## config.mk

```make
export PLATFORM = sky130hd
export DESIGN_NAME = pp20_ctrl
export DESIGN_NICKNAME = d
export VERILOG_FILES = /design/src/pp20_pkg.sv /design/src/pp20_ctrl.sv
export SDC_FILE = /design/constraint.sdc
export NUM_CORES = 1
export LEC_CHECK = 0
export BUFFER_PORTS_ARGS = -buffer_cell sky130_fd_sc_hd__buf_2
export CORE_AREA = 2 2 39 41
export DETAILED_ROUTE_END_ITERATION = 8
export DIE_AREA = 0 0 41 43
export SLEW_MARGIN = 20
export SYNTH_ARGS = -nofsm -noshare
export SYNTH_HDL_FRONTEND = slang
export SYNTH_SLANG_ARGS = --single-unit
```

## constraint.sdc

```tcl
create_clock -name i_clk -period 1.4 [get_ports i_clk]
set_clock_uncertainty 0.2 [all_clocks]
set_input_delay 0 -clock i_clk [delete_from_list [all_inputs] [get_ports i_clk]]
set_output_delay 0 -clock i_clk [all_outputs]
set_load 0.1 [all_outputs]
```

## src/pp20_pkg.sv

```systemverilog
// ----------------------------------------------------------------------------
// pp20_pkg
// Types and constants shared by the backward LZ decoder modules.
// ----------------------------------------------------------------------------
package pp20_pkg;

    // Register indexes on the configuration port (byte address = 4 * index)
    localparam logic [2:0] REG_WIDTH0 = 3'd0;
    localparam logic [2:0] REG_WIDTH1 = 3'd1;
    localparam logic [2:0] REG_WIDTH2 = 3'd2;
    localparam logic [2:0] REG_WIDTH3 = 3'd3;
    localparam logic [2:0] REG_SKIP   = 3'd4;
    localparam logic [2:0] REG_ULEN   = 3'd5;

    // Reset values of the registers
    localparam logic [3:0]  RST_WIDTH0 = 4'd9;
    localparam logic [3:0]  RST_WIDTH1 = 4'd10;
    localparam logic [3:0]  RST_WIDTH2 = 4'd11;
    localparam logic [3:0]  RST_WIDTH3 = 4'd11;
    localparam logic [5:0]  RST_SKIP   = 6'd0;
    localparam logic [23:0] RST_ULEN   = 24'd1;

    // Error codes
    localparam logic [1:0] ERR_OK       = 2'd0;
    localparam logic [1:0] ERR_UNNEEDED = 2'd1;
    localparam logic [1:0] ERR_RANGE    = 2'd2;
    localparam logic [1:0] ERR_OVERRUN  = 2'd3;

    // Stream grammar constants
    localparam logic [1:0]  LITLEN_ESC     = 2'd3;
    localparam logic [2:0]  COPYLEN_ESC    = 3'd7;
    localparam logic [1:0]  LONG_IDX       = 2'd3;
    localparam logic [5:0]  SHORT_OFS_BITS = 6'd7;
    localparam logic [23:0] LONG_COPY_BASE = 24'd5;
    localparam logic [23:0] MAX24          = 24'hFFFFFF;

    typedef struct packed {
        logic       is_tick;
        logic [7:0] packed_byte;
    } t_in_item;

    typedef struct packed {
        logic        byte_valid;
        logic [7:0]  out_byte;
        logic [23:0] out_position;
        logic        last_of_run;
        logic        need_byte;
        logic        finished;
        logic [1:0]  error_code;
    } t_out_item;

    typedef struct packed {
        logic [3:0][3:0] wfi;
        logic [5:0]      skip;
        logic [23:0]     ulen;
    } t_cfg;

    typedef struct packed {
        logic        go;
        logic [5:0]  skip;
        logic [23:0] ulen;
    } t_restart;

    typedef struct packed {
        logic accept;
        logic step;
        logic copy_emit;
    } t_dp_cmd;

    typedef struct packed {
        logic stop;
        logic copy_rd;
    } t_dp_sts;

    typedef struct packed {
        logic        valid;
        logic [7:0]  data;
        logic [23:0] pos;
    } t_push;

    typedef struct packed {
        logic       need_byte;
        logic       finished;
        logic [1:0] code;
    } t_status;

    typedef struct packed {
        logic clr;
        logic ld;
    } t_ob_cmd;

    typedef struct packed {
        logic full;
        logic last;
        logic out_free;
    } t_ob_sts;

endpackage

```

## src/pp20_ctrl.sv

```systemverilog
// ----------------------------------------------------------------------------
// pp20_ctrl
// Item sequencer: accept, decode steps, copy read/write, result drain.
// ----------------------------------------------------------------------------
module pp20_ctrl (
    input  logic              i_clk,
    input  logic              i_rst_n,
    input  logic              i_in_valid,
    input  pp20_pkg::t_dp_sts i_dp_sts,
    input  pp20_pkg::t_ob_sts i_ob_sts,
    output logic              o_in_stall,
    output pp20_pkg::t_dp_cmd o_dp_cmd,
    output pp20_pkg::t_ob_cmd o_ob_cmd
);
    import pp20_pkg::*;

    typedef enum logic [2:0] {
        S_IDLE, S_RUN, S_COPY, S_DRN_RD, S_DRN_LD
    } t_state;

    t_state r_state, n_state;
    logic   accept;

    assign o_in_stall = (r_state != S_IDLE);
    assign accept     = i_in_valid && (r_state == S_IDLE);

    always_comb begin
        n_state  = r_state;
        o_dp_cmd = '0;
        o_ob_cmd = '0;
        unique case (r_state)
            S_IDLE: begin
                if (accept) begin
                    o_dp_cmd.accept = 1'b1;
                    o_ob_cmd.clr    = 1'b1;
                    n_state         = S_RUN;
                end
            end
            S_RUN: begin
                if (i_ob_sts.full || i_dp_sts.stop) begin
                    n_state = S_DRN_RD;
                end else begin
                    o_dp_cmd.step = 1'b1;
                    if (i_dp_sts.copy_rd) begin
                        n_state = S_COPY;
                    end
                end
            end
            S_COPY: begin
                o_dp_cmd.copy_emit = 1'b1;
                n_state            = S_RUN;
            end
            S_DRN_RD: begin
                n_state = S_DRN_LD;
            end
            S_DRN_LD: begin
                // hold until the output register frees up
                if (i_ob_sts.out_free) begin
                    o_ob_cmd.ld = 1'b1;
                    n_state     = i_ob_sts.last ? S_IDLE : S_DRN_RD;
                end
            end
            default: n_state = S_IDLE;
        endcase
    end

    always_ff @(posedge i_clk) begin
        if (!i_rst_n) begin
            r_state <= S_IDLE;
        end else begin
            r_state <= n_state;
        end
    end

endmodule

```

After elaboration in Yosys (flattened, before gate mapping)
Cells that the tools add are included.
{ "classes": {"n_eq_ne": 7, "muxes": 13, "n_reduce_logical": 5} }
{ "op_table": {"columns": ["cell", "count"], "rows": [
  ["$pmux W3 S5", 1],
  ["$mux W3", 4],
  ["$mux W1", 7],
  ["$eq A3 B2 Y1 const B", 2],
  ["$ne A2 B2 Y1 const B", 2],
  ["$eq A3 B1 Y1 const B", 1],
  ["$eq A3 B3 Y1 const B", 1],
  ["$logic_not A3 Y1", 1],
  ["$ne A3 B3 Y1 const B", 1],
  ["$reduce_and A3 Y1", 1],
  ["$reduce_bool A3 Y1", 1],
  ["$mux W2", 1],
  ["$logic_and A1 B1 Y1", 1],
  ["$logic_or A1 B1 Y1", 1]
]} }
{ "totals": {"ff_bits": 3, "input_bits": 8, "out_inout_bits": 6} }

Longest topological paths before layout
{ "logic_depth": {"word_depth": 4, "ltp_mapped": 4, "ltp_nobuf": 3} }

Least setup slack after synthesis
No wires, ideal clock.
{ "synth_path": {"path_kind": "reg-to-output", "startpoint": "register r_state[2]", "endpoint": "output port o_ob_cmd[1] in the netlist's numbering", "t_arrival_ns": 3.126, "required_time_ns": 1.200, "slack_ns": -1.926, "path_stages_with_launch": 5, "n_path_buf": 2, "cell_sequence": "dfxtp_1 buf_4 or3_1 nor2_1 buf_4"} }
{ "synth_lines": {"columns": ["element", "line", "source"], "rows": [
  ["start, declared", "pp20_ctrl.sv:21", "t_state r_state, n_state;"],
  ["start signal, assigned", "pp20_ctrl.sv:71", "r_state <= n_state;"],
  ["end, declared", "pp20_ctrl.sv:13", "output pp20_pkg::t_ob_cmd o_ob_cmd"]
]} }

==> results.yml <==
status:
  status: "finished, violations left"
  violations: "setup timing"
power_and_ir_drop:
  seq_power_share_pct: 17.5
  clock_power_share_pct: 25.8
  switchingPower_uw: 250
  power_density_mw_per_mm2: 984
  vdd_ir_drop_max_mv: 0.493
  p_sw_share_pct: 42.4
  combPwrFrac_pct: 56.7
  internal-power_uw: 340
  p_leak_uw: 0.000247
global_route:
  gr-total-overflow: 0
  use_met1_pct: 11.3
  antenna_found_initial: 0
  grt.total_usage_pct: 9.44
  grt_pass1_wl_um: 1150
  grt_max_degree: 8
  use_met2_pct: 14.7
  met3_usage_pct: 6.28
  grt_pass1_vias: 315
  grt-busiest-layer: "met2"
die:
  die_x_um: 41
  io_pins: 14
  die_area_mm2: 0.00176
  rows: 14
  core_mm2: 0.00138
  die_height_um: 43
  start_util_pct: 17.9
synth:
  netlist_area_um2: 248
  netlist_instances: 29
  synth_seq_area_share_pct: 24.2
  synth_area_leaders: "dfxtp_1 (24%), a2111oi_2 (6.1%), buf_4 (6.1%)"
  synth_top_area_share_pct: 24.2
  synth_edf_count: 0
  synth_common_cells: "dfxtp_1 (3), inv_1 (3)"
  synth-seq-cells: 3
  ys_warn_count: 0
  synth_area_per_cell_um2: 8.54
  syn-num-nets: 37
  yosysTopAreaCell: "dfxtp_1"
  ys_async_sr_fraction_pct: 0
  synth_cell_type_count: 21
  synth_flop_cell: "dfxtp_1"
setup_path:
  crit_chain: "or3_4, nor2_4, buf_12"
  crit_buf_inv: 1
  crit_path_max_incr_delay_ns: 0.40
  cp_data_required_time_ns: 1.20
  start_kind: "register"
  critPathMaxFanout: 3
  end_kind: "output pin"
  critPathSlowestCell: "or3_4"
  cpLargestDelayFamily: "simple AND/OR/NAND/NOR gates"
  crit_arrival_ns: 1.31
  critical_path_class: "register to output pin"
placement:
  io_buffers: 13
  place_ws_ns: 0.0374
  place.gp.congestion: 0.698
  place.detailed.hpwl_um: 473
drt:
  drt_iter0_drc: 2
  drt_pre_antenna_iters: 2
  num_vias: 314
  drt-wirelength-per-cell_um: 10.3
  ant_nets: 0
  drc: 0
  wirelength_um: 749
  via_per_inst: 4.30
sta:
  max_freq_ghz: 0.662
  drv_slew: 0
  min_period_ns: 1.51
  finalSetupViolCount: 6
  hold_violations: 0
  period_share_pct: 108
  slew_headroom_pct: 81.0
  worst_hold_slack_ns: 0.0179
  grt_setup_unrepaired: "yes"
  setup_slack_ns: -0.110
  worst_pin_slew_ns: 0.283
layout:
  finalNetCount: 66
  fin_util_pct: 43.3
  drive_gt1_share_pct: 64.9
  synthToLayoutAreaGrowth_pct: 142
  largest_reg_flops: 3
  antennaDiodeCount: 0
  top_regs: "r_state x3"
  regMostFlops: "r_state"
  fill_cells: 136
clock_tree:
  cts_root_buffer: "clkbuf_4"
  clk_path_buf_depth: 2
  cts_buffers: 3
  cts_tree: "built"
  clkSinkCount: 3
  cts_htree_levels: 1
  clock_latency_ns: 0.23
  clk_pin_slew_worst_paths_ns: 0.04
hold_path:
  hp-class: "input port to register"
run:
  maxCapViolCount: 0
## per-layer routing
metal | part of all wire (%) | up-vias
li1 | - | 162
met1 | 39 | 139
met2 | 55 | 13
met3 | 6.3 | 0
met4 | 0 | 0
met5 | 0 | -
## final cells by class
cell class	instances	area [um2]	area share (%)
Tap cell	16	20.0	3.34
Timing Repair Buffer	27	274	45.7
Clock buffer	4	26.3	4.38
Multi-Input combinational cell	20	201	33.6
Inverter	3	11.3	1.88
Sequential cell	3	66.3	11.1
## path summary, 6_finish.rpt
path | endpoint | from | slack (ns) | cells after the start
setup reg to reg | r_state[1] | r_state[2] | -0.04 | 4
setup / recovery | o_dp_cmd[2] | r_state[2] | -0.11 | 3
hold reg to reg | r_state[2] | r_state[1] | 0.32 | 2
hold / removal | r_state[0] | i_in_valid | 0.02 | 4
## worst reg2reg max path, delay by kind of cell, from the launching register on
family	cells	cell delay (ns)
AO/OA/AOI/OAI	1	0.35
flip-flops	1	0.34
buffers and inverters	2	0.29
AND/OR/NAND/NOR	1	0.16
## kinds of logic (layout without fill, tap and decap cells)
family          Yosys count  in the layout  synth area share (%)
compound gates            6              6                  21.2
buf+inv                   6             34                  15.1
flops                     3              3                  24.2
simple gates             14             14                  39.4
## repair_timing
item                                    CTS  global route
buffers inserted                          6             1
endpoints found under the setup margin    5             7
hold buffers                              4             0
endpoints found under the hold margin     3             0
pin swaps                                 4             1
resized for setup                         3             3
## power groups by stage
stage | clock, uW | sequential, uW | combinational, uW
2_1_floorplan | 0 | 105 | 213
3_3_place_gp | 0 | 105 | 295
3_5_place_dp | 0 | 106 | 296
4_1_cts | 160 | 103 | 326
5_1_grt | 165 | 104 | 348
6_report | 152 | 103 | 334
## placed cells by master, fill, tap and decap left out, types with 2 or more instances in the layout
master,instances
buf_12,6
buf_2,7
buf_4,9
clkbuf_4,3
dfxtp_2,2
dlygate4sd3_1,4
inv_1,3
## per-stage QoR
| step | instances | area, um2 | setup TNS, ns | total power [uW] |
|---|---|---|---|---|
| 6_report | 73 | 599 | -0.354 | 590 |
| 3_5_place_dp | 59 | 464 | 0 | 402 |
| 5_1_grt | 73 | 599 | -0.562 | 617 |
| 4_1_cts | 72 | 573 | -0.341 | 590 |
| 3_3_place_gp | 59 | 464 | 0 | 400 |
| 2_1_floorplan | 29 | 302 | -2.16 | 318 |
Note: power is estimated with default switching activity, not from simulation.
