## src/pp20_pkg.sv

```systemverilog
// ----------------------------------------------------------------------------
// pp20_pkg
// Types and constants shared by the backward LZ decoder modules.
// ----------------------------------------------------------------------------
package pp20_pkg;

    // Register indexes on the configuration port (byte address = 4 * index)
    localparam logic [2:0] REG_WIDTH0 = 3'd0;
    localparam logic [2:0] REG_WIDTH1 = 3'd1;
    localparam logic [2:0] REG_WIDTH2 = 3'd2;
    localparam logic [2:0] REG_WIDTH3 = 3'd3;
    localparam logic [2:0] REG_SKIP   = 3'd4;
    localparam logic [2:0] REG_ULEN   = 3'd5;

    // Reset values of the registers
    localparam logic [3:0]  RST_WIDTH0 = 4'd9;
    localparam logic [3:0]  RST_WIDTH1 = 4'd10;
    localparam logic [3:0]  RST_WIDTH2 = 4'd11;
    localparam logic [3:0]  RST_WIDTH3 = 4'd11;
    localparam logic [5:0]  RST_SKIP   = 6'd0;
    localparam logic [23:0] RST_ULEN   = 24'd1;

    // Error codes
    localparam logic [1:0] ERR_OK       = 2'd0;
    localparam logic [1:0] ERR_UNNEEDED = 2'd1;
    localparam logic [1:0] ERR_RANGE    = 2'd2;
    localparam logic [1:0] ERR_OVERRUN  = 2'd3;

    // Stream grammar constants
    localparam logic [1:0]  LITLEN_ESC     = 2'd3;
    localparam logic [2:0]  COPYLEN_ESC    = 3'd7;
    localparam logic [1:0]  LONG_IDX       = 2'd3;
    localparam logic [5:0]  SHORT_OFS_BITS = 6'd7;
    localparam logic [23:0] LONG_COPY_BASE = 24'd5;
    localparam logic [23:0] MAX24          = 24'hFFFFFF;

    typedef struct packed {
        logic       is_tick;
        logic [7:0] packed_byte;
    } t_in_item;

    typedef struct packed {
        logic        byte_valid;
        logic [7:0]  out_byte;
        logic [23:0] out_position;
        logic        last_of_run;
        logic        need_byte;
        logic        finished;
        logic [1:0]  error_code;
    } t_out_item;

    typedef struct packed {
        logic [3:0][3:0] wfi;
        logic [5:0]      skip;
        logic [23:0]     ulen;
    } t_cfg;

    typedef struct packed {
        logic        go;
        logic [5:0]  skip;
        logic [23:0] ulen;
    } t_restart;

    typedef struct packed {
        logic accept;
        logic step;
        logic copy_emit;
    } t_dp_cmd;

    typedef struct packed {
        logic stop;
        logic copy_rd;
    } t_dp_sts;

    typedef struct packed {
        logic        valid;
        logic [7:0]  data;
        logic [23:0] pos;
    } t_push;

    typedef struct packed {
        logic       need_byte;
        logic       finished;
        logic [1:0] code;
    } t_status;

    typedef struct packed {
        logic clr;
        logic ld;
    } t_ob_cmd;

    typedef struct packed {
        logic full;
        logic last;
        logic out_free;
    } t_ob_sts;

endpackage

```

## src/pp20_obuf.sv

```systemverilog
// ----------------------------------------------------------------------------
// pp20_obuf
// Result buffer for one item and the output register that drains it.
// ----------------------------------------------------------------------------
module pp20_obuf #(
    parameter int RESULTS_PER_ITEM = 64
) (
    input  logic                i_clk,
    input  logic                i_rst_n,
    input  pp20_pkg::t_ob_cmd   i_cmd,
    input  pp20_pkg::t_push     i_push,
    input  pp20_pkg::t_status   i_status,
    input  logic                i_out_stall,
    output pp20_pkg::t_ob_sts   o_sts,
    output logic                o_out_valid,
    output pp20_pkg::t_out_item o_out_item
);
    import pp20_pkg::*;

    localparam int CW  = $clog2(RESULTS_PER_ITEM + 1);
    localparam int RAW = (RESULTS_PER_ITEM > 1) ? $clog2(RESULTS_PER_ITEM) : 1;

    logic [31:0]    r_mem [RESULTS_PER_ITEM];
    logic [31:0]    r_rd;
    logic [CW-1:0]  r_cnt;
    logic [RAW-1:0] r_ridx;
    logic           r_ov;
    t_out_item      r_out;

    assign o_sts.full     = (r_cnt == CW'(RESULTS_PER_ITEM));
    assign o_sts.last     = ((CW'(r_ridx) + CW'(1)) >= r_cnt);
    assign o_sts.out_free = !r_ov || !i_out_stall;
    assign o_out_valid    = r_ov;
    assign o_out_item     = r_out;

    always_ff @(posedge i_clk) begin
        if (i_push.valid) begin
            r_mem[r_cnt[RAW-1:0]] <= {i_push.data, i_push.pos};
        end
        r_rd <= r_mem[r_ridx];
    end

    always_ff @(posedge i_clk) begin
        if (!i_rst_n) begin
            r_cnt  <= '0;
            r_ridx <= '0;
            r_ov   <= 1'b0;
        end else begin
            if (i_cmd.clr) begin
                r_cnt  <= '0;
                r_ridx <= '0;
            end else if (i_push.valid) begin
                r_cnt <= r_cnt + CW'(1);
            end
            if (i_cmd.ld) begin
                r_ov <= 1'b1;
                if (!o_sts.last) begin
                    r_ridx <= r_ridx + RAW'(1);
                end
            end else if (!i_out_stall) begin
                r_ov <= 1'b0;
            end
        end
    end

    // Item with no byte gives a single empty result
    always_ff @(posedge i_clk) begin
        if (i_cmd.ld) begin
            r_out.byte_valid   <= (r_cnt != '0);
            r_out.out_byte     <= (r_cnt != '0) ? r_rd[31:24] : 8'd0;
            r_out.out_position <= (r_cnt != '0) ? r_rd[23:0] : 24'd0;
            r_out.last_of_run  <= o_sts.last;
            r_out.need_byte    <= i_status.need_byte;
            r_out.finished     <= i_status.finished;
            r_out.error_code   <= i_status.code;
        end
    end

endmodule

```

## config.mk

```make
export PLATFORM = sky130hd
export DESIGN_NAME = pp20_obuf
export DESIGN_NICKNAME = d
export VERILOG_FILES = /design/src/pp20_pkg.sv /design/src/pp20_obuf.sv
export SDC_FILE = /design/constraint.sdc
export NUM_CORES = 2
export LEC_CHECK = 0
export BUFFER_PORTS_ARGS = -buffer_cell sky130_fd_sc_hd__buf_4
export CAP_MARGIN = 25
export CORE_UTILIZATION = 40
export CTS_CLUSTER_DIAMETER = 150
export DETAILED_ROUTE_END_ITERATION = 6
export PLACE_DENSITY = 0.6
export SETUP_SLACK_MARGIN = 0.4
export SYNTH_ARGS = -nofsm -noshare
export SYNTH_HDL_FRONTEND = slang
export SYNTH_SLANG_ARGS = --single-unit
```

## constraint.sdc

```tcl
create_clock -name i_clk -period 4.8 [get_ports i_clk]
set_clock_uncertainty 0.15 [all_clocks]
set_input_delay 0.48 -clock i_clk [delete_from_list [all_inputs] [get_ports i_clk]]
set_output_delay 0.48 -clock i_clk [all_outputs]
set_load 0.005 [all_outputs]
```

# == After elaboration in Yosys (flattened, before gate mapping) ==
# Memories as Yosys holds them, arrays and structs flattened. A register that Yosys moved wholly into a read port is not among the register bits.
# Cells that the tools add are included.
# word_totals
register_bits,52
ramBits,2048
input_bits,42
out_inout_bits,42
wordCells,30
memories,1
# classes
n_addsub,3
magnitude_cmp,1
eq_ne,2
muxes,7
n_bitwise,1
reduce_logical,5
# memory_table
memory,depth,word_bits,rd,rd_clocked_by_memory_dff,wr,line,source
r_mem,64,32,1,1,1,pp20_obuf.sv:23,logic [31:0] r_mem [RESULTS_PER_ITEM];
# op_table
op,count
two-way mux 6 bit,3
"adder 6 x 1 -> 7 bit, second input constant",1
"adder 7 x 1 -> 7 bit, second input constant",1
"== test 7 bit, second input constant",1
>= comparator 7 bit,1
nonzero test 7 bit,1
"adder 6 x 1 -> 6 bit, second input constant",1
two-way mux 1 bit,4
logical NOT 1 bit,2
"!= test 2 bit, second input constant",1
OR reduction 2 bit,1
logical OR 1 bit,1
inverter 1 bit,1

# == Logic depth before layout (Yosys ltp) ==
# depth
depth_word,4
depth_mapped,14
ltp_nobuf,9

# == Worst setup path before layout ==
# OpenSTA, ideal clock, no wires.
# synth_path
kind,in2reg
startpoint,input i_push[32] in the netlist's numbering
endpoint,memory r_mem[40][0] (enable)
setup_ns,0.501
arrival_time_ns,3.983
t_required_ns,4.149
setup_slack_ns,0.166
path_stages,3
n_path_buf,1
path_cell_list,buf_1 nand3_1 nor4_1
# synth_via
elab_chain_cells,2
# synth_lines
element,line,source
"start, declared",pp20_obuf.sv:11,"input pp20_pkg::t_push i_push,"
two-way mux 1 bit,pp20_obuf.sv:37,if (i_push.valid) begin
two-way mux 1 bit (not written as such),pp20_obuf.sv:38,"r_mem[r_cnt[RAW-1:0]] <= {i_push.data, i_push.pos};"
"end, declared",pp20_obuf.sv:23,
# Every way passes these cells.

==> results.json <==
{
  "syn_nets": 3642,
  "synth_top_area_share_pct": 76.9,
  "finalPower_uw": 37300,
  "drive_gt1_share_pct": 27.7,
  "pwr_density_cell_nw_per_um2": 400,
  "postSynthCellCount": 3590,
  "gp_congestion": 0.841,
  "setup_viol": 0,
  "yosys.area.top_type": "edfxtp_1",
  "via_count": 38800,
  "relSlewSlack_pct": 28.2,
  "area_growth_pct": 14.4,
  "hold_ws_ns": 0.0352,
  "clkSlewWorstSetupHoldPaths_ns": 0.06,
  "cts_setup_buffers": 0,
  "dieArea_um2": 205000,
  "yosysMostFrequentCell": "edfxtp_1",
  "startpoint_type": "flip-flop",
  "synthArstFlopShare_pct": 0,
  "core_region_area_um2": 202000,
  "io_pins": 84,
  "hp-class": "in2reg",
  "drt_first_iter_violations": 4860,
  "cts_htree_levels": 4,
  "hold_viol_final": 0,
  "initial_core_util_pct": 40.3,
  "cts_sinks": 2132,
  "fin_setup_tns_ns": 0,
  "wl_mm": 215,
  "fin_util_pct": 46.1,
  "grt_pass1_vias": 39000,
  "grt-ovfl-total": 0,
  "worst_pin_slew_ns": 1.07,
  "period_minus_slack_ns": 4.32,
  "syn_area_um2": 81400,
  "synth-main-ff-cell": "edfxtp_1",
  "antenna_left": 0,
  "ys.warnings.count": 0,
  "grt_usage_pct": 21.0,
  "post_drt_wl_per_cell_um": 31.9,
  "synth-seq-cells": 2132,
  "synth-edff-count": 2086,
  "netlist_top_cells_count": "edfxtp_1 (2086), mux4_2 (495), mux2i_1 (200), nor2_1 (124), buf_2 (58)",
  "clockBufferDepth": 3,
  "drv_slew": 0,
  "hpwl_mm": 122,
  "yosys-top-cells-area": "edfxtp_1 (77%), mux4_2 (14%), mux2i_1 (2.5%)",
  "grt_pass1_wl_mm": 302,
  "root_buffer": "clkbuf_16",
  "cts_tree": "done",
  "nets": 3918,
  "timing.final.crit_share_pct": 89.9,
  "numCtsBuffers": 212,
  "status": "complete, no violations",
  "postSynthAreaPerCell_um2": 22.7,
  "critPathRequiredTime_ns": 4.17,
  "drv_cap": 0,
  "grt_max_degree": 102,
  "yosysUniqueCellTypes": 58,
  "die_w_um": 453,
  "hold_depth": 1,
  "path_max_fanout": 22,
  "grt_setup_unrepaired": "no",
  "timing.fmax_ghz": 0.232,
  "drc": 0,
  "fin_cells": 6723,
  "die_y_um": 453,
  "rr_worst_depth": 7,
  "dpl.cell_count": 6310,
  "antenna_found_initial": 16,
  "leakagePower_uw": 0.0278,
  "io_buffer_count": 83,
  "rows": 165,
  "worst-setup-path-type": "reg2out",
  "vias_per_cell": 5.78,
  "vdd_drop_max_mv": 0.399,
  "first_pass_iters": 6,
  "end_kind": "primary output",
  "ys_seq_area_share_pct": 78.1,
  "critPathArrivalTime_ns": 3.69,
  "insertion_delay_ns": 0.87
}
-- placed cells by master, fill, tap and decap left out, drive strengths merged, types with 8 or more instances in the layout --
cell	n
nor2b	55
o32ai	10
inv	15
a21oi	17
dfxtp	46
dlygate4sd3	13
ha	10
nor3b	9
a2111oi	14
o22ai	31
a211o	23
o31ai	10
o211ai	8
a211oi	17
clkbuf	263
nand2	37
buf	241
a221oi	8
a31oi	9
edfxtp	2086
nor3	15
o221ai	26
diode	9
clkinv	100
bufinv	14
nand2b	9
nor2	124
mux2i	200
a22oi	17
mux4	495
o21ai	39
nand3	23
-- final timing paths --
check                           startpoint        endpoint  slack [ns]
worst min-delay path            i_push[15]   r_mem[55][15]        0.04
worst max-delay path             r_ridx[0]        o_sts[1]        0.48
worst min register to register    r_rd[23]  o_out_item[28]        0.37
worst max register to register   r_ridx[0]         r_rd[4]        0.90
-- through the flow --
stage	cell area, um^2	setup slack (ns)
floorplan	81400	0.892
global placement	86100	0.674
detailed placement	86200	0.857
CTS	93100	0.464
global route	93100	0.423
finish	93100	0.483
-- power by group --
group / switching (uW) / internal [uW]
logic: 499 / 185
registers: 48.7 / 20500
clock network: 7070 / 9000
total: 7610 / 29700
-- sequential cells by signal, summed over array words and instances, names as in the netlist --
signal,flops
o_out_valid,1
o_out_item,38
r_rd,32
r_mem,2048
r_ridx,6
r_cnt,7
-- final cells by class --
class / instances / area, um^2
Antenna cell: 9 / 22.5
Clock buffer: 263 / 5560
Clock inverter: 127 / 1190
Fill cell: 16500 / 109000
Inverter: 9 / 33.8
Multi-Input combinational cell: 1257 / 17100
Sequential cell: 2132 / 63600
Tap cell: 2672 / 3340
Timing Repair Buffer: 254 / 2290
-- critical path: stages (launching register included) --
cell and delay, ns:
dfxtp_4 0.77, nand3_1 0.21, nor2_1 0.17, xnor2_1 0.18, ha_1 0.30, a21o_1 0.20, a221oi_1 0.35, o21ai_0 0.37
buf_4 0.25
-- routing by layer --
metal / up-vias / GRT usage, % / share of wire [%]
li1: 15800 / - / -
met1: 21100 / 28.9 / 41
met2: 1639 / 33.3 / 48
met3: 276 / 4.96 / 8.7
met4: 6 / 6.01 / 2.5
met5: - / 0.303 / 0.054
-- cells by family (layout without fill, tap and decap cells) --
group,after synthesis,count (layout),synth area share (%)
adders and majority gates,10,10,0.154
xor gates and xnor gates,8,8,0.0861
DFF,2132,2132,78.1
buffers and inverters,201,653,1.52
and+or+nand+nor,291,291,1.74
other,0,9,0
muxes,702,702,16.2
AOI/OAI and AO/OA,246,246,2.20
-- repair_timing --
action	CTS	global route
endpoints found under the hold margin	47	0
resized for setup	0	0
hold buffers	13	0
No activity file was read; power rests on OpenSTA's default activity.
